$ cat config.mk
export PLATFORM = sky130hd
export DESIGN_NAME = yuv420_block_to_rgba_top
export DESIGN_NICKNAME = d
export VERILOG_FILES = /design/src/design/yrgb_pkg.sv /design/src/design/yuv420_block_to_rgba_top.sv /design/src/design/yrgb_chroma.sv /design/src/design/yrgb_lane.sv
export SDC_FILE = /design/constraint.sdc
export NUM_CORES = 2
export LEC_CHECK = 0
export BUFFER_PORTS_ARGS = -buffer_cell sky130_fd_sc_hd__buf_2
export CAP_MARGIN = 10
export CELL_PAD_IN_SITES_DETAIL_PLACEMENT = 0
export CELL_PAD_IN_SITES_GLOBAL_PLACEMENT = 1
export CORE_ASPECT_RATIO = 1.5
export CORE_MARGIN = 5
export CORE_UTILIZATION = 50
export DETAILED_ROUTE_END_ITERATION = 10
export GPL_ROUTABILITY_DRIVEN = 0
export PLACE_DENSITY_LB_ADDON = 0.1
export RECOVER_POWER = 50
export SLEW_MARGIN = 25
export SYNTH_ARGS = -nofsm -noshare
export SYNTH_HDL_FRONTEND = slang
export SYNTH_SLANG_ARGS = --single-unit
export TNS_END_PERCENT = 50
$ cat constraint.sdc
create_clock -name clk_i -period 6.8 [get_ports clk_i]
set_input_delay 1.36 -clock clk_i [delete_from_list [all_inputs] [get_ports clk_i]]
set_output_delay 1.36 -clock clk_i [all_outputs]
set_load 0.02 [all_outputs]
$ cat src/design/yrgb_pkg.sv
// Shared types and constants for the YCbCr 4:2:0 to RGBA converter.
package yrgb_pkg;

  localparam int unsigned NumLanes = 4;
  localparam int unsigned CfgIdxW  = 3;
  localparam int unsigned CfgDataW = 16;

  // Configuration register indexes
  localparam logic [CfgIdxW-1:0] CFG_LUMA_OFFSET   = 3'd0;
  localparam logic [CfgIdxW-1:0] CFG_LUMA_GAIN     = 3'd1;
  localparam logic [CfgIdxW-1:0] CFG_RED_CR_GAIN   = 3'd2;
  localparam logic [CfgIdxW-1:0] CFG_BLUE_CB_GAIN  = 3'd3;
  localparam logic [CfgIdxW-1:0] CFG_GREEN_CB_GAIN = 3'd4;
  localparam logic [CfgIdxW-1:0] CFG_GREEN_CR_GAIN = 3'd5;

  // Chroma terms shared by all lanes, 16-bit two's complement
  typedef struct packed {
    logic signed [15:0] rc;
    logic signed [15:0] gc;
    logic signed [15:0] bc;
  } chroma_terms_t;

  // Clamp a 16-bit signed value to 0..255
  function automatic logic [7:0] sat8(input logic signed [15:0] v);
    logic [7:0] res;
    if (v[15]) begin
      res = 8'd0;
    end else if (v[14:8] != 7'd0) begin
      res = 8'hFF;
    end else begin
      res = v[7:0];
    end
    return res;
  endfunction

endpackage

$ cat src/design/yuv420_block_to_rgba_top.sv
// Top level of the YCbCr 4:2:0 2x2 block to packed RGBA converter.
// Four luma lanes and one chroma unit run in parallel, product stage then output register.
// Throughput: one 2x2 block per cycle while the output is not stalled.
// Input ready drops only when both the product stage and the output register are full
// and the output is stalled. Reset clears the valid bits and loads the default gains;
// pipeline payload registers are not reset.
module yuv420_block_to_rgba_top import yrgb_pkg::*; (
  input  logic                clk_i,
  input  logic                rst_ni,
  // configuration write port
  input  logic                cfg_we_i,
  input  logic [CfgIdxW-1:0]  cfg_index_i,
  input  logic [CfgDataW-1:0] cfg_data_i,
  // input channel
  input  logic                in_valid_i,
  output logic                in_ready_o,
  input  logic [7:0]          luma_top_left_i,
  input  logic [7:0]          luma_top_right_i,
  input  logic [7:0]          luma_bottom_left_i,
  input  logic [7:0]          luma_bottom_right_i,
  input  logic [7:0]          chroma_blue_i,
  input  logic [7:0]          chroma_red_i,
  input  logic [7:0]          alpha_top_left_i,
  input  logic [7:0]          alpha_top_right_i,
  input  logic [7:0]          alpha_bottom_left_i,
  input  logic [7:0]          alpha_bottom_right_i,
  input  logic                alpha_present_i,
  // output channel
  output logic                out_valid_o,
  input  logic                out_ready_i,
  output logic [31:0]         pixel_top_left_o,
  output logic [31:0]         pixel_top_right_o,
  output logic [31:0]         pixel_bottom_left_o,
  output logic [31:0]         pixel_bottom_right_o
);

  // ---------------------------------------------------------------------------
  // Configuration registers. Writes must only land while the pipe is idle; the block
  // itself does not enforce this. The product stage reads them directly.
  // ---------------------------------------------------------------------------
  logic [7:0]  luma_offset_q;
  logic [15:0] luma_gain_q, red_cr_gain_q, blue_cb_gain_q;
  logic [15:0] green_cb_gain_q, green_cr_gain_q;

  always_ff @(posedge clk_i or negedge rst_ni) begin
    if (!rst_ni) begin
      luma_offset_q   <= 8'd16;
      luma_gain_q     <= 16'd149;
      red_cr_gain_q   <= 16'd102;
      blue_cb_gain_q  <= 16'd129;
      green_cb_gain_q <= 16'd50;
      green_cr_gain_q <= 16'd104;
    end else if (cfg_we_i) begin
      unique case (cfg_index_i)
        CFG_LUMA_OFFSET:   luma_offset_q   <= cfg_data_i[7:0];
        CFG_LUMA_GAIN:     luma_gain_q     <= cfg_data_i;
        CFG_RED_CR_GAIN:   red_cr_gain_q   <= cfg_data_i;
        CFG_BLUE_CB_GAIN:  blue_cb_gain_q  <= cfg_data_i;
        CFG_GREEN_CB_GAIN: green_cb_gain_q <= cfg_data_i;
        CFG_GREEN_CR_GAIN: green_cr_gain_q <= cfg_data_i;
        default: ;  // unmapped index, write dropped
      endcase
    end
  end

  // ---------------------------------------------------------------------------
  // Handshake / pipeline control.
  // Stage 1 holds the products, stage 2 is the output register. Stage 1
  // drains whenever the output register is empty or being read.
  // ---------------------------------------------------------------------------
  logic s1_valid_q, s1_valid_d;
  logic out_valid_q, out_valid_d;
  logic out_adv, in_fire;

  assign out_adv    = !out_valid_q || out_ready_i;
  assign in_ready_o = !s1_valid_q || out_adv;
  assign in_fire    = in_valid_i && in_ready_o;

  always_comb begin
    s1_valid_d = s1_valid_q;
    if (in_fire) begin
      s1_valid_d = 1'b1;
    end else if (out_adv) begin
      s1_valid_d = 1'b0;
    end
  end

  assign out_valid_d = out_adv ? s1_valid_q : out_valid_q;

  always_ff @(posedge clk_i or negedge rst_ni) begin
    if (!rst_ni) begin
      s1_valid_q  <= 1'b0;
      out_valid_q <= 1'b0;
    end else begin
      s1_valid_q  <= s1_valid_d;
      out_valid_q <= out_valid_d;
    end
  end

  // ---------------------------------------------------------------------------
  // Stage 1: chroma products once per block, luma product per lane.
  // Alpha is resolved here and travels alongside.
  // ---------------------------------------------------------------------------
  logic [7:0]    luma     [NumLanes];
  logic [7:0]    alpha_in [NumLanes];
  logic [7:0]    alpha_q  [NumLanes];
  logic [23:0]   rgb      [NumLanes];
  chroma_terms_t terms;

  assign luma[0] = luma_top_left_i;
  assign luma[1] = luma_top_right_i;
  assign luma[2] = luma_bottom_left_i;
  assign luma[3] = luma_bottom_right_i;

  assign alpha_in[0] = alpha_present_i ? alpha_top_left_i     : 8'hFF;
  assign alpha_in[1] = alpha_present_i ? alpha_top_right_i    : 8'hFF;
  assign alpha_in[2] = alpha_present_i ? alpha_bottom_left_i  : 8'hFF;
  assign alpha_in[3] = alpha_present_i ? alpha_bottom_right_i : 8'hFF;

  yrgb_chroma u_chroma (
    .clk_i           (clk_i),
    .en_i            (in_fire),
    .cb_i            (chroma_blue_i),
    .cr_i            (chroma_red_i),
    .red_cr_gain_i   (red_cr_gain_q),
    .blue_cb_gain_i  (blue_cb_gain_q),
    .green_cb_gain_i (green_cb_gain_q),
    .green_cr_gain_i (green_cr_gain_q),
    .terms_o         (terms)
  );

  for (genvar l = 0; l < NumLanes; l++) begin : g_lane
    yrgb_lane u_lane (
      .clk_i         (clk_i),
      .en_i          (in_fire),
      .luma_i        (luma[l]),
      .luma_offset_i (luma_offset_q),
      .luma_gain_i   (luma_gain_q),
      .terms_i       (terms),
      .rgb_o         (rgb[l])
    );
  end

  always_ff @(posedge clk_i) begin
    if (in_fire) begin
      for (int i = 0; i < NumLanes; i++) begin
        alpha_q[i] <= alpha_in[i];
      end
    end
  end

  // ---------------------------------------------------------------------------
  // Stage 2: merge lane results with alpha into the packed output register.
  // ---------------------------------------------------------------------------
  logic [31:0] pixel_q [NumLanes];

  always_ff @(posedge clk_i) begin
    if (out_adv && s1_valid_q) begin
      for (int i = 0; i < NumLanes; i++) begin
        pixel_q[i] <= {alpha_q[i], rgb[i]};
      end
    end
  end

  assign out_valid_o          = out_valid_q;
  assign pixel_top_left_o     = pixel_q[0];
  assign pixel_top_right_o    = pixel_q[1];
  assign pixel_bottom_left_o  = pixel_q[2];
  assign pixel_bottom_right_o = pixel_q[3];

endmodule

$ cat src/design/yrgb_chroma.sv
// Shared chroma unit: four gain products registered, then the r/g/b chroma terms.
module yrgb_chroma import yrgb_pkg::*; (
  input  logic                clk_i,
  input  logic                en_i,
  input  logic [7:0]          cb_i,
  input  logic [7:0]          cr_i,
  input  logic [15:0]         red_cr_gain_i,
  input  logic [15:0]         blue_cb_gain_i,
  input  logic [15:0]         green_cb_gain_i,
  input  logic [15:0]         green_cr_gain_i,
  output chroma_terms_t       terms_o
);

  logic [15:0] cb_c, cr_c;
  logic [31:0] prod_r, prod_b, prod_gcb, prod_gcr;
  logic [15:0] prod_r_q, prod_b_q, prod_gcb_q, prod_gcr_q;
  logic [15:0] gsum;

  // sample - 128, sign extended to 16 bits
  assign cb_c = {{8{~cb_i[7]}}, ~cb_i[7], cb_i[6:0]};
  assign cr_c = {{8{~cr_i[7]}}, ~cr_i[7], cr_i[6:0]};

  // only the low 16 bits survive, so an unsigned multiply suffices
  assign prod_r   = cr_c * red_cr_gain_i;
  assign prod_b   = cb_c * blue_cb_gain_i;
  assign prod_gcb = cb_c * green_cb_gain_i;
  assign prod_gcr = cr_c * green_cr_gain_i;

  always_ff @(posedge clk_i) begin
    if (en_i) begin
      prod_r_q   <= prod_r[15:0];
      prod_b_q   <= prod_b[15:0];
      prod_gcb_q <= prod_gcb[15:0];
      prod_gcr_q <= prod_gcr[15:0];
    end
  end

  assign gsum = prod_gcb_q + prod_gcr_q;

  assign terms_o.rc = $signed(prod_r_q) >>> 6;
  assign terms_o.bc = $signed(prod_b_q) >>> 6;
  assign terms_o.gc = $signed(gsum) >>> 7;

endmodule

$ cat src/design/yrgb_lane.sv
// One pixel lane: black level, registered luma gain product, channel sums and clamp.
module yrgb_lane import yrgb_pkg::*; (
  input  logic                clk_i,
  input  logic                en_i,
  input  logic [7:0]          luma_i,
  input  logic [7:0]          luma_offset_i,
  input  logic [15:0]         luma_gain_i,
  input  chroma_terms_t       terms_i,
  output logic [23:0]         rgb_o
);

  logic [7:0]         ofs;
  logic [31:0]        prod;
  logic [15:0]        prod_q;
  logic signed [15:0] y, r_sum, g_sum, b_sum;

  // luma below black level clamps to zero
  assign ofs  = (luma_i > luma_offset_i) ? (luma_i - luma_offset_i) : 8'd0;
  assign prod = {8'd0, ofs} * luma_gain_i;

  always_ff @(posedge clk_i) begin
    if (en_i) begin
      prod_q <= prod[15:0];
    end
  end

  assign y     = $signed(prod_q) >>> 7;
  assign r_sum = y + terms_i.rc;
  assign g_sum = y - terms_i.gc;
  assign b_sum = y + terms_i.bc;

  assign rgb_o = {sat8(b_sum), sat8(g_sum), sat8(r_sum)};

endmodule

=== Yosys cells after proc, flatten, opt, wreduce, memory -nomap -nowiden ===
Memories as Yosys holds them, arrays and structs flattened.
Index checks and enable logic that the tools add are counted.

* Flip-flop bits (word level): 218
* RAM bits: 160
* Input port bits: 105
* Output and inout port bits: 130
* Memories: 2

{| class="wikitable"
|+ Memory list
! memory !! depth !! width !! read ports !! clocked after Yosys merged registers in !! wr ports !! line !! text
|-
| pixel_q || 4 || 32 || 4 || 0 || 4 || yuv420_block_to_rgba_top.sv:155 || <nowiki>logic [31:0] pixel_q [NumLanes];</nowiki>
|-
| alpha_q || 4 || 8 || 4 || 0 || 4 || yuv420_block_to_rgba_top.sv:106 || <nowiki>logic [7:0] alpha_q [NumLanes];</nowiki>
|}

* $add $sub $neg: 17
* Multipliers: 8
* Magnitude comparators: 4
* Equality and inequality tests: 5
* Muxes and demuxes: 38
* Bitwise gates (word level): 2
* Reductions and logical operators: 26

{| class="wikitable"
|+ Operators with widths
! operator !! number
|-
| two-way mux 8 bit || 32
|-
| multiplier 8 x 16 -> 16 bit || 8
|-
| adder 9 x 10 -> 11 bit || 8
|-
| nonzero test 7 bit || 12
|-
| subtractor 9 x 9 -> 10 bit || 4
|-
| greater-than comparator 8 bit || 4
|-
| subtractor 8 bit || 4
|-
| adder 16 bit || 1
|-
| AND reduction 2 bit || 6
|-
| == test 3 x 2 -> 1 bit (second input constant) || 2
|-
| == test 3 bit (second input constant) || 2
|-
| two-way mux 1 bit || 6
|-
| == test 3 x 1 -> 1 bit (second input constant) || 1
|-
| zero test 3 bit || 1
|-
| logical AND 1 bit || 2
|-
| zero test 1 bit || 2
|-
| logical OR 1 bit || 2
|-
| NOT 1 bit || 2
|-
| nonzero test 2 bit || 1
|}

=== Depth between registers and ports, before layout ===
* Depth after elaboration: 6
* Gate-level depth with buffers: 28

=== By module ===
Synthesis repeated with hierarchy kept, for this count alone.

* Cells, all modules: 4767
* Area total of the unflattened synthesis: 45477.4 um2

{| class="wikitable"
|+ Modules (own cells, without submodules)
! module !! instances !! cells an instance !! area each (um2)
|-
| yrgb_chroma || 1 || 1497 || 13803.2
|-
| yrgb_lane at g_lane[1].u_lane ... || 2 || 731 || 5869.4
|-
| yuv420_block_to_rgba_top || 1 || 394 || 8642.0
|-
| yrgb_lane at g_lane[0].u_lane || 1 || 732 || 5774.3
|-
| yrgb_lane at g_lane[3].u_lane || 1 || 682 || 5519.0
|}

=== Worst setup path after synthesis ===
OpenSTA, ideal clock, no wires.

* Path kind: input -> register
* From: in luma_top_left_i[0]
* To: reg g_lane[0].u_lane.prod_q[14], data pin
* Library setup time: 266 ps
* Arrival time: 6953 ps
* Required time: 6534 ps
* Setup slack: -418 ps
* Stages: 27
* Path buffers: 2
* Path through: inv_1 -> ha_1 -> fa_1 -> nand2b_1 -> a211o_1 -> a21o_1 -> buf_6 -> a211oi_1 -> clkbuf_1 -> and2_1 -> ha_1 -> inv_1 -> fa_1 -> inv_1 -> ha_1 -> inv_1 -> fa_1 -> inv_1 -> ha_1 -> or4bb_1 -> a2111o_1 -> a21oi_1 -> o211ai_1 -> a21boi_0 -> o21ai_0 -> a21boi_0 -> xor2_1

* Longest elaborated chain between the ends: 3

{| class="wikitable"
|+ RTL lines
! item !! line !! text
|-
| from (decl) || yuv420_block_to_rgba_top.sv:17 || <nowiki>input logic [7:0] luma_top_left_i,</nowiki>
|-
| subtractor 8 bit or greater-than comparator 8 bit (tied branches) || yrgb_lane.sv:18 || <nowiki>assign ofs = (luma_i > luma_offset_i) ? (luma_i - luma_offset_i) : 8'd0;</nowiki>
|-
| two-way mux 8 bit (*) || yrgb_lane.sv:18 ||
|-
| multiplier 8 x 16 -> 16 bit (*) || yrgb_lane.sv:19 || <nowiki>assign prod = {8'd0, ofs} * luma_gain_i;</nowiki>
|-
| named net g_lane[0].u_lane.prod[14] || yrgb_lane.sv:13 || <nowiki>logic [31:0] prod;</nowiki>
|-
| to (signal assigned) || yrgb_lane.sv:23 || <nowiki>prod_q <= prod[15:0];</nowiki>
|-
| to (decl) || yrgb_lane.sv:14 || <nowiki>logic [15:0] prod_q;</nowiki>
|}

Mark *: on every way through the listed nets, which the timed path passes. The rest lies on a longest branch.
A chain may end at the register's enable or synchronous reset.

=== Worst setup path in the final report ===
* From: in luma_bottom_left_i[0]
* To: reg g_lane[2].u_lane.prod_q[15], data pin

* Longest elaborated chain between the ends: 3

{| class="wikitable"
|+ RTL lines
! item !! line !! text
|-
| from (decl) || yuv420_block_to_rgba_top.sv:19 || <nowiki>input logic [7:0] luma_bottom_left_i,</nowiki>
|-
| subtractor 8 bit or greater-than comparator 8 bit (tied branches) || yrgb_lane.sv:18 ||
|-
| two-way mux 8 bit (*) || yrgb_lane.sv:18 ||
|-
| multiplier 8 x 16 -> 16 bit (*) || yrgb_lane.sv:19 ||
|-
| named net g_lane[2].u_lane.prod[15] || yrgb_lane.sv:13 ||
|-
| to (signal assigned) || yrgb_lane.sv:23 ||
|-
| to (decl) || yrgb_lane.sv:14 ||
|}

Marked as above.

==> metrics.yaml <==
crit_path_end_kind: "register"
r2r-end: "g_lane[1].u_lane.prod_q[14]"
max_freq_mhz: 152.7
finalCritPeriodShare: 0.9632
min_to: "pixel_q[0][29]"
path_max_fanout: 7
min_from: "alpha_q[0][5]"
routedWlPerCell_um: 19.21
rows: 127
htreeDepth: 2
r2r_cells: 23
period_needed_ns: 6.549
ys_seq_area_frac: 0.2404
r2r_slack_ns: 0.58
syn_nets: 5062
tritoncts: "yes"
skew_ns: 0.02419
required_ns: 7.12
arrival_ns: 6.87
antenna_found_initial: 11
clockBufferDepth: 3
die_y_um: 358.3
synth_edf_count: 248
grt_pass1_vias: 30948
finalNetCount: 5463
ys_seq_elements: 338
fill_cells: 7318
tightestPinTransition_ns: 3.376
hold_buffers: 0
hold_class: "reg -> reg"
clkSlewWorstSetupHoldPaths_ns: 0.06
ant_nets: 0
crit_type: "in -> reg"
postCtsSetupBuffers: 0
hold_depth: 0
async_flop_share: 0.2663
violations: "capacitance limit, slew limit"
r2r_start: "luma_offset_q[1]"
track_usage: 0.2502
dr_total_vias: 29046
drv_cap: 6
die_x_um: 242.2
coreArea_sq_um: 80090
setup_violations: 0
slew_viol_final: 242
insertion_delay_ns: 0.60
yosys_warnings: 0
drive_above_1_share: 0.1424
preCtsSetupSlack_ns: -0.4599
clock_sinks: 338
grt_overflow: 0
timing.hold.ws_ns: 0.4169
relSlewSlack: -1.252
numCtsBuffers: 39
area_delta_synth_final_pct: 12.95
syn_area_per_cell_sq_um: 9.895
grt_pass1_wl_um: 171000
io_pins: 235
rsz0062_at_grt: "true"
cts_resized: 0
hold_viol_final: 0
fin_ws_ns: 0.2506
hpwl_um: 84640
via_per_inst: 5.230
wl_um: 106700
drt_first_pass_iters: 7
yosysUniqueCellTypes: 70
outcome: "complete, but fails checks"
floorplan.initialDensity: 0.5050
grt_max_degree: 75
drc: 0
drt_iter0_markers: 1397
dieArea_sq_um: 86790
port_buffers: 234
synthFlopType: "edfxtp_1"
synthesis.area_sq_um: 40440
startpoint_type: "primary input"
cts-root-buf: "clkbuf_16"
syn_inst: 4087
-- metrics by stage --
step / std cells / utilization / TNS (ns) / instance area [sq um]
after floorplan: 4087 / - / -0.1406 / 40600
after global placement: 5478 / 0.5545 / -4.249 / 44410
after detailed placement: 5479 / 0.5548 / -5.870 / 44430
after CTS: 5548 / 0.5708 / 0 / 45710
after global routing: 5552 / 0.5703 / -0.04606 / 45670
final: 5554 / 0.5704 / 0 / 45680
-- registers in the layout, indices dropped and copies added (netlist names), 8 cells and up --
signal / count
luma_offset_q: 8
red_cr_gain_q: 16
g_lane.u_lane.prod_q: 36
green_cr_gain_q: 16
u_chroma.prod_gcr_q: 16
blue_cb_gain_q: 16
u_chroma.prod_gcb_q: 16
u_chroma.prod_b_q: 10
alpha_q: 32
u_chroma.prod_r_q: 10
green_cb_gain_q: 16
luma_gain_q: 16
pixel_q: 128
-- how the worst max path moves through the flow --
stage	start	slack [ns]	endpoint	depth (start not counted)
6_report	luma_bottom_left_i[0]	0.25	g_lane[2].u_lane.prod_q[15]	28
5_1_grt	luma_top_right_i[0]	-0.02	g_lane[1].u_lane.prod_q[14]	24
4_1_cts	luma_top_right_i[0]	0.16	g_lane[1].u_lane.prod_q[14]	23
3_5_place_dp	luma_top_right_i[0]	-0.46	g_lane[1].u_lane.prod_q[14]	23
3_3_place_gp	luma_top_right_i[0]	-0.37	g_lane[1].u_lane.prod_q[14]	23
2_1_floorplan	luma_top_right_i[0]	-0.08	g_lane[1].u_lane.prod_q[14]	23
-- cell families after synthesis --
logic type / count (synthesis) / share of synthesized area
multiplexers: 86 / 0.02395
flip-flops: 338 / 0.2404
XOR/XNOR: 223 / 0.05102
adder cells (fa/ha/maj): 870 / 0.3605
AND/OR/NAND/NOR: 1237 / 0.1629
AO/OA/AOI/OAI: 519 / 0.08555
buffers and inverters: 814 / 0.07577
-- cell usage in the layout (no fill, tap or decap), types with 86 or more instances in the layout --
master,n
o21ai_0,112
fa_1,489
nand2_1,292
buf_2,157
a21oi_1,98
and2_1,499
edfxtp_1,248
xnor2_1,167
buf_4,229
mux2_2,86
nor2_1,163
ha_1,378
inv_1,706
-- worst max-delay path, stage by stage --
cell       delay [ns]
buf_2            0.07
inv_1            0.03
ha_1             0.21
fa_2             0.34
nand2b_4         0.15
a211o_1          0.28
a21o_2           0.26
nor2_4           0.15
buf_4            0.16
and2_1           0.13
ha_1             0.14
inv_1            0.05
fa_1             0.48
inv_1            0.04
ha_1             0.26
inv_1            0.05
fa_1             0.48
inv_1            0.05
ha_1             0.27
nand2_1          0.04
or4_1            0.46
a2111oi_4        0.43
o21ai_1          0.16
a21oi_2          0.17
o41a_1           0.19
and4_1           0.27
a2111oi_4        0.05
xor2_1           0.15
-- routing by layer --
layer,routed length (um),global-route usage,up-vias,part of all wire
met5,57,0,-,0.00053
met4,4455,0.08929,10,0.042
met3,4562,0.03592,197,0.043
met2,52620,0.4426,606,0.49
met1,44990,0.3157,14307,0.42
li1,-,-,13926,-
-- layout make-up --
| class | instances | area (sq um) | share of cell area |
|---|---|---|---|
| Tap cell | 1032 | 1291 | 0.02827 |
| Multi-Input combinational cell | 2935 | 27890 | 0.6106 |
| Inverter | 706 | 2650 | 0.05802 |
| Sequential cell | 338 | 9722 | 0.2128 |
| Timing Repair Buffer | 468 | 2829 | 0.06193 |
| Antenna cell | 6 | 15.01 | 0.0003287 |
| Clock inverter | 26 | 280.3 | 0.006136 |
| Clock buffer | 43 | 1001 | 0.02191 |
-- Yosys cell counts (all sizes together), types with 20 or more instances --
cell | count | area [sq um]
a21boi | 32 | 240.2
xnor2 | 168 | 1471
xor2 | 47 | 411.6
and3 | 25 | 156.4
dfrtp | 73 | 1827
clkbuf | 106 | 397.9
o21ai | 122 | 614.3
a21oi | 101 | 505.5
inv | 706 | 2650
fa | 492 | 9849
a211o | 20 | 176.4
nor2b | 37 | 231.5
ha | 378 | 4730
or2 | 44 | 275.3
a21o | 81 | 608.1
nand2b | 51 | 319.1
edfxtp | 248 | 7447
and2 | 505 | 3159
nor3 | 42 | 215.2
nand2 | 292 | 1096
mux2 | 86 | 968.4
nor2 | 168 | 630.6
o21a | 70 | 525.5
Power is left out: the tool's default activity adds up to more than one toggle a clock period on the data nets, which glitch-free logic cannot reach.
